## src/sv/ahtf_pkg.sv

```systemverilog
// Shared types and constants for the AX.25 HDLC transmit framer.
// No dependencies; every other file of the block imports this package.
package ahtf_pkg;

    localparam logic [15:0] FCS_POLY  = 16'h8408;
    localparam logic [15:0] FCS_INIT  = 16'hFFFF;
    localparam logic [7:0]  FLAG_BYTE = 8'h7E;
    localparam logic [2:0]  LAST_BIT  = 3'd7;
    localparam logic [2:0]  STUFF_AT  = 3'd4;

    typedef struct packed {
        logic [7:0] data_byte;
        logic       end_of_frame;
    } ahtf_in_t;

    typedef struct packed {
        logic line_level;
        logic last_of_run;
    } ahtf_out_t;

    // One queued item after classification by the front end.
    typedef struct packed {
        logic [7:0] data_byte;
        logic       start_of_frame;
        logic       end_of_frame;
    } ahtf_entry_t;

    typedef struct packed {
        logic empty;
        logic full;
    } ahtf_q_status_t;

    // One step of the reflected CRC-16 for a single input bit.
    function automatic logic [15:0] fcs_step(input logic [15:0] fcs, input logic bit_in);
        logic [15:0] shifted;
        shifted = {1'b0, fcs[15:1]};
        if (fcs[0] != bit_in) begin
            shifted = shifted ^ FCS_POLY;
        end
        return shifted;
    endfunction

endpackage

```

## src/sv/ahtf_front.sv

```systemverilog
// Front end of the framer: accepts input transfers and marks frame starts.
// Depends on ahtf_pkg; feeds ahtf_queue.
module ahtf_front (
    input  logic                    aclk,
    input  logic                    aresetn,
    input  logic                    s_valid,
    output logic                    s_ready,
    input  ahtf_pkg::ahtf_in_t      s_payload,
    input  ahtf_pkg::ahtf_q_status_t q_stat,
    output logic                    q_push,
    output ahtf_pkg::ahtf_entry_t   q_entry
);
    import ahtf_pkg::*;

    logic in_frame_reg;
    logic in_frame_next;

    assign s_ready = !q_stat.full;
    assign q_push  = s_valid && s_ready;

    always_comb begin
        q_entry.data_byte      = s_payload.data_byte;
        q_entry.start_of_frame = !in_frame_reg;
        q_entry.end_of_frame   = s_payload.end_of_frame;
        in_frame_next          = in_frame_reg;
        if (q_push) begin
            in_frame_next = !s_payload.end_of_frame;
        end
    end

    always_ff @(posedge aclk) begin
        if (!aresetn) begin
            in_frame_reg <= 1'b0;
        end else begin
            in_frame_reg <= in_frame_next;
        end
    end

endmodule

```

## src/sv/ahtf_queue.sv

```systemverilog
// Two-entry queue of classified items between front end and serializer.
// Depends on ahtf_pkg.
module ahtf_queue (
    input  logic                     aclk,
    input  logic                     aresetn,
    input  logic                     q_push,
    input  ahtf_pkg::ahtf_entry_t    q_entry,
    input  logic                     q_pop,
    output ahtf_pkg::ahtf_entry_t    q_head,
    output ahtf_pkg::ahtf_q_status_t q_stat
);
    import ahtf_pkg::*;

    ahtf_entry_t slot_reg [2];
    logic        wr_ptr_reg;
    logic        rd_ptr_reg;
    logic [1:0]  count_reg;
    logic        wr_ptr_next;
    logic        rd_ptr_next;
    logic [1:0]  count_next;

    assign q_head       = slot_reg[rd_ptr_reg];
    assign q_stat.empty = (count_reg == 2'd0);
    assign q_stat.full  = (count_reg == 2'd2);

    always_comb begin
        wr_ptr_next = wr_ptr_reg;
        rd_ptr_next = rd_ptr_reg;
        count_next  = count_reg;
        if (q_push) begin
            wr_ptr_next = !wr_ptr_reg;
        end
        if (q_pop) begin
            rd_ptr_next = !rd_ptr_reg;
        end
        if (q_push && !q_pop) begin
            count_next = count_reg + 2'd1;
        end else if (!q_push && q_pop) begin
            count_next = count_reg - 2'd1;
        end
    end

    always_ff @(posedge aclk) begin
        if (q_push) begin
            slot_reg[wr_ptr_reg] <= q_entry;
        end
    end

    always_ff @(posedge aclk) begin
        if (!aresetn) begin
            wr_ptr_reg <= 1'b0;
            rd_ptr_reg <= 1'b0;
            count_reg  <= 2'd0;
        end else begin
            wr_ptr_reg <= wr_ptr_next;
            rd_ptr_reg <= rd_ptr_next;
            count_reg  <= count_next;
        end
    end

endmodule

```

## src/sv/ahtf_back.sv

```systemverilog
// Serializer: flags, bit stuffing, FCS and NRZI, one line bit per cycle unless the output is stalled.
// Depends on ahtf_pkg; drains ahtf_queue and drives the output register.
module ahtf_back (
    input  logic                     aclk,
    input  logic                     aresetn,
    input  ahtf_pkg::ahtf_entry_t    q_head,
    input  ahtf_pkg::ahtf_q_status_t q_stat,
    output logic                     q_pop,
    output logic                     m_valid,
    input  logic                     m_ready,
    output ahtf_pkg::ahtf_out_t      m_payload
);
    import ahtf_pkg::*;

    typedef enum logic [2:0] {
        PH_IDLE,
        PH_OPEN,
        PH_DATA,
        PH_FCS_LO,
        PH_FCS_HI,
        PH_CLOSE,
        PH_TAIL
    } phase_t;

    phase_t      phase_reg,  phase_next;
    logic [2:0]  cnt_reg,    cnt_next;
    logic [7:0]  shift_reg,  shift_next;
    logic [2:0]  ones_reg,   ones_next;
    logic [15:0] fcs_reg,    fcs_next;
    logic        level_reg,  level_next;
    logic        stuff_reg,  stuff_next;
    logic        eof_reg,    eof_next;
    logic        m_valid_reg, m_valid_next;
    ahtf_out_t   m_payload_reg, m_payload_next;

    logic        advance;
    logic        line_bit;
    logic        last_bit;
    logic        done;
    logic        load;
    logic        level_new;
    logic [15:0] fcs_upd;

    assign advance   = !m_valid_reg || m_ready;
    assign m_valid   = m_valid_reg;
    assign m_payload = m_payload_reg;

    always_comb begin
        phase_next     = phase_reg;
        cnt_next       = cnt_reg;
        shift_next     = shift_reg;
        ones_next      = ones_reg;
        fcs_next       = fcs_reg;
        level_next     = level_reg;
        stuff_next     = stuff_reg;
        eof_next       = eof_reg;
        m_valid_next   = m_valid_reg && !m_ready;
        m_payload_next = m_payload_reg;
        q_pop          = 1'b0;
        line_bit       = 1'b1;
        last_bit       = 1'b0;
        done           = 1'b0;
        load           = 1'b0;
        level_new      = level_reg;
        fcs_upd        = fcs_step(fcs_reg, shift_reg[0]);

        if (phase_reg == PH_IDLE) begin
            load = !q_stat.empty;
        end else if (advance) begin
            if (stuff_reg) begin
                // Stuffed zero after five content ones.
                line_bit   = 1'b0;
                stuff_next = 1'b0;
                ones_next  = 3'd0;
                if (phase_reg == PH_TAIL) begin
                    last_bit = 1'b1;
                    done     = 1'b1;
                end
            end else begin
                unique case (phase_reg)
                    PH_OPEN, PH_CLOSE: begin
                        line_bit = FLAG_BYTE[cnt_reg];
                        cnt_next = cnt_reg + 3'd1;
                        if (cnt_reg == LAST_BIT) begin
                            if (phase_reg == PH_OPEN) begin
                                phase_next = PH_DATA;
                            end else begin
                                last_bit  = 1'b1;
                                done      = 1'b1;
                                ones_next = 3'd0;
                                fcs_next  = FCS_INIT;
                            end
                        end
                    end
                    PH_DATA, PH_FCS_LO, PH_FCS_HI: begin
                        line_bit   = shift_reg[0];
                        shift_next = {1'b0, shift_reg[7:1]};
                        cnt_next   = cnt_reg + 3'd1;
                        if (phase_reg == PH_DATA) begin
                            fcs_next = fcs_upd;
                        end
                        if (shift_reg[0]) begin
                            if (ones_reg == STUFF_AT) begin
                                ones_next  = 3'd0;
                                stuff_next = 1'b1;
                            end else begin
                                ones_next = ones_reg + 3'd1;
                            end
                        end else begin
                            ones_next = 3'd0;
                        end
                        if (cnt_reg == LAST_BIT) begin
                            unique case (phase_reg)
                                PH_DATA: begin
                                    if (eof_reg) begin
                                        phase_next = PH_FCS_LO;
                                        shift_next = ~fcs_upd[7:0];
                                    end else if (stuff_next) begin
                                        phase_next = PH_TAIL;
                                    end else begin
                                        last_bit = 1'b1;
                                        done     = 1'b1;
                                    end
                                end
                                PH_FCS_LO: begin
                                    phase_next = PH_FCS_HI;
                                    shift_next = ~fcs_reg[15:8];
                                end
                                default: begin
                                    phase_next = PH_CLOSE;
                                end
                            endcase
                        end
                    end
                    default: begin
                        phase_next = PH_IDLE;
                    end
                endcase
            end

            level_new      = line_bit ? level_reg : !level_reg;
            level_next     = level_new;
            m_valid_next   = 1'b1;
            m_payload_next = '{line_level: level_new, last_of_run: last_bit};
            if (done) begin
                phase_next = PH_IDLE;
                load       = !q_stat.empty;
            end
        end

        if (load) begin
            q_pop      = 1'b1;
            phase_next = q_head.start_of_frame ? PH_OPEN : PH_DATA;
            shift_next = q_head.data_byte;
            eof_next   = q_head.end_of_frame;
            cnt_next   = 3'd0;
            if (q_head.start_of_frame) begin
                fcs_next   = FCS_INIT;
                ones_next  = 3'd0;
                level_next = 1'b0;
            end
        end
    end

    always_ff @(posedge aclk) begin
        if (!aresetn) begin
            phase_reg   <= PH_IDLE;
            cnt_reg     <= 3'd0;
            ones_reg    <= 3'd0;
            fcs_reg     <= FCS_INIT;
            level_reg   <= 1'b0;
            stuff_reg   <= 1'b0;
            eof_reg     <= 1'b0;
            m_valid_reg <= 1'b0;
        end else begin
            phase_reg   <= phase_next;
            cnt_reg     <= cnt_next;
            ones_reg    <= ones_next;
            fcs_reg     <= fcs_next;
            level_reg   <= level_next;
            stuff_reg   <= stuff_next;
            eof_reg     <= eof_next;
            m_valid_reg <= m_valid_next;
        end
        shift_reg     <= shift_next;
        m_payload_reg <= m_payload_next;
    end

endmodule

```

## src/sv/ax25_hdlc_tx_framer_top.sv

```systemverilog
// AX.25 HDLC transmit framer. Each accepted byte is queued, then loaded into the serializer.
// Throughput: one line bit per cycle unless stalled; a content byte gives 8 line bits plus one
// per stuffed zero, the first byte of a frame 8 more for the opening flag, the last 24 more plus
// stuffed FCS bits, all put into the output register by the serializer, which sets the rate.
// Reset (aresetn low, synchronous) empties the queue, clears the frame state, sets the FCS to
// all ones and drops m_valid; no line bits are produced until a byte is accepted.
module ax25_hdlc_tx_framer_top (
    input  logic                aclk,
    input  logic                aresetn,
    input  logic                s_valid,
    output logic                s_ready,
    input  ahtf_pkg::ahtf_in_t  s_payload,
    output logic                m_valid,
    input  logic                m_ready,
    output ahtf_pkg::ahtf_out_t m_payload
);
    import ahtf_pkg::*;

    // The front end only decides whether a byte opens a new frame; that needs just the
    // end-of-frame mark of the previous transfer, so that decision never waits on the serializer.
    logic           q_push;
    logic           q_pop;
    ahtf_entry_t    q_entry;
    ahtf_entry_t    q_head;
    ahtf_q_status_t q_stat;

    ahtf_front u_front (
        .aclk      (aclk),
        .aresetn   (aresetn),
        .s_valid   (s_valid),
        .s_ready   (s_ready),
        .s_payload (s_payload),
        .q_stat    (q_stat),
        .q_push    (q_push),
        .q_entry   (q_entry)
    );

    // The two-entry queue lets the next byte be taken while the current one is still
    // being shifted out, so upstream is stalled only once two bytes are waiting.
    ahtf_queue u_queue (
        .aclk    (aclk),
        .aresetn (aresetn),
        .q_push  (q_push),
        .q_entry (q_entry),
        .q_pop   (q_pop),
        .q_head  (q_head),
        .q_stat  (q_stat)
    );

    // The serializer pulls the next queued byte in the same cycle that it finishes the
    // current one, so consecutive bytes stream out with no gap on the line.
    ahtf_back u_back (
        .aclk      (aclk),
        .aresetn   (aresetn),
        .q_head    (q_head),
        .q_stat    (q_stat),
        .q_pop     (q_pop),
        .m_valid   (m_valid),
        .m_ready   (m_ready),
        .m_payload (m_payload)
    );

endmodule

```

## config.mk

```make
export PLATFORM = sky130hd
export DESIGN_NAME = ax25_hdlc_tx_framer_top
export DESIGN_NICKNAME = d
export VERILOG_FILES = /design/src/sv/ahtf_pkg.sv /design/src/sv/ahtf_front.sv /design/src/sv/ahtf_queue.sv /design/src/sv/ahtf_back.sv /design/src/sv/ax25_hdlc_tx_framer_top.sv
export SDC_FILE = /design/constraint.sdc
export NUM_CORES = 1
export LEC_CHECK = 0
export ABC_AREA = 1
export ABC_CLOCK_PERIOD_IN_PS = 1950
export BUFFER_PORTS_ARGS = -buffer_cell sky130_fd_sc_hd__buf_2
export CAP_MARGIN = 0
export CORE_MARGIN = 5
export CORE_UTILIZATION = 35
export CTS_BUF_LIST = sky130_fd_sc_hd__clkbuf_4
export DETAILED_ROUTE_END_ITERATION = 16
export SLEW_MARGIN = 10
export SYNTH_ARGS = -nofsm -noshare
export SYNTH_HDL_FRONTEND = slang
export SYNTH_HIERARCHICAL = 1
export SYNTH_SLANG_ARGS = --single-unit
```

## constraint.sdc

```tcl
create_clock -name aclk -period 1.95 [get_ports aclk]
set_input_delay 0.4875 -clock aclk [delete_from_list [all_inputs] [get_ports aclk]]
set_output_delay 0.4875 -clock aclk [all_outputs]
set_load 0.02 [all_outputs]
```

After elaboration in Yosys (flattened, before gate mapping)
Memories as Yosys holds them, arrays and structs flattened. A register that Yosys moved wholly into a read port is not among the register bits.
Index checks and enable logic that the tools add are counted.
Storage, ports and cells
  bits in read-only memories: 8
  RAM bits: 20
  logic and storage cells: 158
  memories: 2
  output and inout bits: 4
  input port bits: 13
  register bits after elaboration: 44
  bits in latches: 0
Memories
  u_queue.slot_reg: words 2, width 10, rd ports 1, clocked after Yosys merged registers in 1, wr ports 1, RTL line ahtf_queue.sv:14  | ahtf_entry_t slot_reg [2];
  (name not given): words 8, width 1, rd ports 1, clocked after Yosys merged registers in 1, wr ports 0, RTL line ahtf_back.sv:82  | line_bit = FLAG_BYTE[cnt_reg];
Operators by class
  reductions and logical operators: 29
  $lt $le $gt $ge: 1
  $add $sub $neg: 4
  shift-type cells: 0
  multiplexer cells: 84
  div/mod/pow operators: 0
  $mul: 0
  equality and inequality tests: 17
  bitwise gates (word level): 6
Operator list (number)
  16-bit two-way mux: 9
  3-bit two-way mux: 21
  8-bit two-way mux: 7
  1-bit two-way mux: 37
  16-bit one-hot mux with 2 select lines: 1
  3-bit one-hot mux with 2 select lines: 3
  8-bit NOT: 2
  8-bit one-hot mux with 2 select lines: 1
  3-bit == test, second input constant: 5
  4-bit by 1-bit != test with 1-bit output, second input constant: 3
  1-bit logical NOT: 11
  4-bit AND reduction: 2
  7-bit AND reduction: 1
  3-bit by 1-bit adder with 3-bit output, second input constant: 2
  3-bit by 2-bit == test with 1-bit output, second input constant: 2
  2-bit two-way mux: 3
  6-bit by 4-bit != test with 1-bit output, second input constant: 1
  2-bit nonzero test: 3
  5-bit OR reduction: 1
  1-bit logical AND: 4
  3-bit by 4-bit less-than comparator with 1-bit output, second input constant: 1
  1-bit one-hot mux with 2 select lines: 2
  2-bit OR reduction: 2
  3-bit by 1-bit == test with 1-bit output, second input constant: 1
  other kinds (14): 16

Logic depth before layout (Yosys ltp)
  depth after elaboration: 22
  gate-level depth with buffers: 17
  depth with buffers taken out: 17

Hierarchy
Netlist, hierarchy kept.
By module, submodules not included
  ahtf_back: area an instance 2148.3 µm², instances 1, sequential area each 900.9 µm², cells each 278
  ahtf_queue: area an instance 954.7 µm², instances 1, sequential area each 700.7 µm², cells each 66
  ahtf_front: area an instance 125.1 µm², instances 1, sequential area each 20.0 µm², cells each 18

Worst setup path after synthesis
No wires, ideal clock.
  path type: register -> register
  start point: register u_back.ones_reg[0]
  end point: register u_back.shift_reg[0], enable pin
  data required time: 1.626 ns
  path slack: -0.014 ns
  setup time: 0.324 ns
  path buffers: 1
  stages on the path, launching flop included: 13
  arrival time: 1.640 ns
  period minus slack after synthesis: 1.964 ns
  path through: dfxtp_1 -> inv_1 -> ha_1 -> nand3_1 -> nand2_1 -> o21ai_2 -> nand2_4 -> nand3_2 -> nand2_4 -> buf_6 -> a22oi_1 -> o21ai_0 -> inv_1
On the way
  longest elaborated chain between the ends: 20
  elaborated cells between the ends (all ways): 23
  those cells by class: eq/ne (3); mux (17); reduce/logical (3)
Ends and longest elaborated chain
  start, declared: RTL line ahtf_back.sv:28  | logic [2:0] ones_reg, ones_next;
  start signal, assigned: RTL line ahtf_back.sv:178  | ones_reg <= ones_next;
  3-bit == test *: RTL line ahtf_back.sv:103  | if (ones_reg == STUFF_AT) begin
  1-bit two-way mux *: RTL line ahtf_back.sv:103
  1-bit two-way mux *: RTL line ahtf_back.sv:102  | if (shift_reg[0]) begin
  1-bit two-way mux *: RTL line ahtf_back.sv:80  | unique case (phase_reg)
  1-bit two-way mux *: RTL line ahtf_back.sv:70  | if (stuff_reg) begin
  1-bit two-way mux *: RTL line ahtf_back.sv:69  | end else if (advance) begin
  1-bit two-way mux *: RTL line ahtf_back.sv:67  | if (phase_reg == PH_IDLE) begin
  1-bit two-way mux *: RTL line ahtf_back.sv:118  | end else if (stuff_next) begin
  [4 not listed]
  1-bit two-way mux *: RTL line ahtf_back.sv:70
  1-bit two-way mux *: RTL line ahtf_back.sv:69
  1-bit two-way mux *: RTL line ahtf_back.sv:67
  1-bit two-way mux *: RTL line ahtf_back.sv:145  | if (done) begin
  1-bit two-way mux *: RTL line ahtf_back.sv:69
  1-bit two-way mux *: RTL line ahtf_back.sv:67
  2-bit != test (no source line) (tied with other cells)
  4-bit AND reduction (no source line) *
  end signal, assigned: RTL line ahtf_back.sv:185  | shift_reg <= shift_next;
  end, declared: RTL line ahtf_back.sv:27  | logic [7:0] shift_reg, shift_next;
Every way passes the cells marked *; elsewhere a longest branch is shown, timed or not. The select of a mux whose other input is x is not followed.
A chain may end at the register's enable or synchronous reset.

Final worst setup path
  start point: register u_back.phase_reg[0]
  end point: register u_queue.count_reg[1]
On the way
  longest elaborated chain between the ends: 14
  elaborated cells between the ends (all ways): 27
  those cells by class: eq/ne (6); mux (14); reduce/logical (7)
Ends and longest elaborated chain
  start, declared: RTL line ahtf_back.sv:25  | phase_t phase_reg, phase_next;
  start signal, assigned: RTL line ahtf_back.sv:176  | phase_reg <= phase_next;
  3-bit by 2-bit == test with 1-bit output / 3-bit by 1-bit == test with 1-bit output (equally long branches): RTL line ahtf_back.sv:80, ahtf_back.sv:113, ahtf_back.sv:85
  1-bit two-way mux, on equally long branches: RTL line ahtf_back.sv:113, ahtf_back.sv:85
  1-bit two-way mux, on equally long branches: RTL line ahtf_back.sv:112, ahtf_back.sv:84
  1-bit one-hot mux with 2 select lines: RTL line ahtf_back.sv:80
  1-bit two-way mux: RTL line ahtf_back.sv:70
  1-bit two-way mux: RTL line ahtf_back.sv:69
  1-bit two-way mux: RTL line ahtf_back.sv:67
  1-bit two-way mux: RTL line ahtf_back.sv:145
  1-bit two-way mux: RTL line ahtf_back.sv:69
  1-bit two-way mux *: RTL line ahtf_back.sv:67
  1-bit two-way mux *: RTL line ahtf_back.sv:151  | if (load) begin
  net q_pop: RTL line ax25_hdlc_tx_framer_top.sv:22  | logic q_pop;
  1-bit logical NOT: RTL line ahtf_queue.sv:36  | if (q_push && !q_pop) begin
  1-bit logical AND: RTL line ahtf_queue.sv:36
  2-bit two-way mux / 2-bit nonzero test (equally long branches)
  end signal, assigned: RTL line ahtf_queue.sv:57  | count_reg <= count_next;
  end, declared: RTL line ahtf_queue.sv:17  | logic [1:0] count_reg;
Mark *: on every way through the listed nets, which the timed path passes. The rest lies on a longest branch. The select of a mux whose other input is x is not followed.

==> out/results.txt <==
Relative slew slack: 0.659
# hold bufs at CTS: 0
Antenna viol nets, final: 0
Crit start category: flop
H-tree Lvls: 3
Slew @ Worst Pin: 0.510 ns
Wire length on met2: 3580 um
Reg2reg end: u_queue/count_reg[1]
WP data required: 2.28 ns
XOR/XNOR Fraction of Synth Area: 0.0109
M1 WL: 3140 um
TritonRoute pass-1 iters: 4
Max layer used: met4
Largest family of logic cells by synthesized area: simple AND/OR/NAND/NOR gates
Crit. Startpoint: u_back/phase_reg[0]
Adder-cell area share of the yosys netlist: 0.0194
Max Root-Sink Buffers: 2
Post-synthesis mux area share: 0.0380
Synth async-reset ratio: 0
Worst Hold Class: in -> reg
Post-synthesis simple-gate area fraction: 0.205
Tmin final: 1.86 ns
Ratio of cells with drive above 1 in the final layout: 0.324
Dominant cells by area after synthesis: edfxtp_1 (28%), dfxtp_1 (22%), nand2_1 (7.0%), inv_1 (4.3%), a21oi_1 (4.0%)
Most frequent cells after synthesis: nand2_1 (60), inv_1 (37), dfxtp_1 (36)
Register area share after synthesis: 0.502
HPWL after DPL: 5060 um
Worst EP arrival: 2.19 ns
Initial antenna violation count: 0
Placed cells: 496
Post-synth cell types: 38
Total GRT Usage: 0.129
Most common cell in the synthesized netlist: nand2_1
# DRC: 0
Vias per inst: 4.96
Non-Filler Instances: 519
Post-Layout Inst Area: 3860 sq um
Largest net degree at the start of global routing: 18
Final Net Count: 420
YS warnings: 6
Cell Area, Synth: 3230 sq um
Top-Level Pins: 17
EDFF count, synth: 30
Critical Path Sink: u_queue/count_reg[1]
Clk pin slew, worst setup/hold paths: 0.13 ns
DIE HEIGHT: 106 um
Reg-to-reg slack, setup: 0.09 ns
Met3 WL: 176 um
Wire per inst: 13.6 um
Synth Area in Compound Gates: 0.127
Hold Vio Cnt, Final: 0
Core area: 9110 sq um
Syn Area/Cell: 8.92 sq um
Port Buf Inserts: 16
Final setup vio count: 0
First-pass GRT wire length: 11500 um
Num CTS Buffers: 9
Setup CP Type: reg -> reg
Status: finished clean
Seq cells post-synth: 66
Number of max-cap violations: 0
Total global routing overflow: 0
Skew-Pair Late Insertion Delay: 0.41 ns
Vias in the first global route: 2529
Final Routed Wirelength: 7050 um
Synth Instances: 362
Post-synth top area share: 0.279
Worst hold path stage count: 1
Global placement routability congestion: 0.877
Clock skew: 0.0188 ns
Via count: 2576
# clock sinks: 66
Post-DP Area: 3500 sq um
Number of flip-flops in the largest register: 20
Yosys top cell by area: edfxtp_1
Initial core utilization: 0.354
Power density over cell area: 1480 nW/um^2
Area Growth Syn to Fin: 19.6%
Critical R2R Launch: u_back/phase_reg[0]
Clock tree from TritonCTS: done
DIE AREA: 11200 sq um
Worst reg-to-reg path cell count: 16
CTS Root Cell: clkbuf_4
P_leak: 1.57 nW
Main synth FF type: dfxtp_1
Fin crit share: 0.953
Worst vdd ir: 0.000771 V
Initial DRC Count: 90
Crit. End Element: flop
Max-slew violation total from the final report: 0
Standard-cell rows: 35
Crit path max fanout: 5
Fmax: 538 MHz
Synthesized Nets: 380
Die Span X: 106 um
==> cells in the final DEF (no fill, tap or decap), types with 4 or more instances in the layout <==
| master | instances |
|---|---|
| buf_2 | 16 |
| mux2_2 | 10 |
| o21ai_0 | 10 |
| inv_6 | 4 |
| nand3_2 | 5 |
| o21ai_1 | 4 |
| nor2_2 | 6 |
| o211ai_1 | 4 |
| nand2_4 | 5 |
| dfxtp_2 | 6 |
| a31oi_1 | 7 |
| edfxtp_1 | 30 |
| nand3_1 | 20 |
| ha_4 | 4 |
| buf_4 | 27 |
| clkbuf_4 | 9 |
| inv_2 | 11 |
| nor2_4 | 4 |
| inv_1 | 34 |
| nand2_1 | 57 |
| o22ai_1 | 6 |
| a21oi_1 | 25 |
| nor2_1 | 29 |
| nand2_2 | 7 |
| dfxtp_1 | 29 |
==> power breakdown <==
group	total [mW]	internal, mW	switching (mW)
sequential	2.12	1.92	0.207
clock	0.845	0.283	0.562
combinational	2.74	1.10	1.63
total	5.70	3.30	2.40
==> area by class of cell <==
| type | instances | area (sq um) |
|---|---|---|
| fillers | 899 | 5250 |
| flip-flops and latches | 66 | 1630 |
| multi-input cells | 231 | 1450 |
| repair buffers | 45 | 305 |
| inverters | 49 | 204 |
| well taps | 111 | 139 |
| clock buffers | 9 | 67.6 |
| clock inverters | 7 | 60.1 |
| diodes | 1 | 2.50 |
==> cell families after synthesis <==
logic type	after synthesis
adder cells (fa/ha/maj)	5
XOR/XNOR	4
multiplexers	11
AND/OR/NAND/NOR	142
flip-flops	66
AO/OA/AOI/OAI	69
buffers and inverters	65
==> critical path, cell delays in order (launching register included) <==
cell and delay (ns):
dfxtp_2 0.38, nor2_4 0.15, nand2_2 0.08, inv_2 0.07
nor2_4 0.04, nor2_2 0.14, nand2_4 0.08, nand3_4 0.09
nand2_8 0.08, inv_6 0.08, inv_1 0.06, ha_4 0.27
inv_1 0.04, nand3_1 0.07, nand2_1 0.05, inv_1 0.05
nor2_1 0.03
==> layer usage <==
metal / vias to the layer above / track usage
met4: 0 / 0.0657
li1: 1308 / -
met1: 1219 / 0.159
met5: - / 0
met2: 38 / 0.212
met3: 11 / 0.0273
==> timing repair <==
item	in CTS	in global routing
gates resized for setup	11	37
cloned	0	0
buffers inserted	4	2
pin swaps	1	12
setup endpoints to repair	20	38
==> how the worst min path moves through the flow <==
stage	start	endpoint	slack [ns]
3_5_place_dp	u_front/in_frame_reg	u_queue/slot_reg[0][1]	0.46
3_3_place_gp	u_front/in_frame_reg	u_queue/slot_reg[0][1]	0.46
4_1_cts	s_payload[4]	u_queue/slot_reg[1][5]	0.22
5_1_grt	s_payload[2]	u_queue/slot_reg[0][3]	0.21
6_report	s_payload[4]	u_queue/slot_reg[0][5]	0.25
2_1_floorplan	u_front/in_frame_reg	u_queue/slot_reg[0][1]	0.44
==> per-stage QoR <==
stage / TNS (ns) / setup slack, ns / power [mW] / hold slack (ns) / utilization
global route: -0.0216 / -0.0192 / 6.15 / 0.211 / 0.424
floorplan: 0 / 0.0435 / 3.88 / 0.443 / -
detailed placement: -1.29 / -0.127 / 4.49 / 0.458 / 0.384
CTS: 0 / 0.00362 / 5.48 / 0.223 / 0.405
finish: 0 / 0.0912 / 5.70 / 0.250 / 0.424
global placement: -0.578 / -0.0637 / 4.45 / 0.460 / 0.384
No activity file was read; power rests on OpenSTA's default activity.
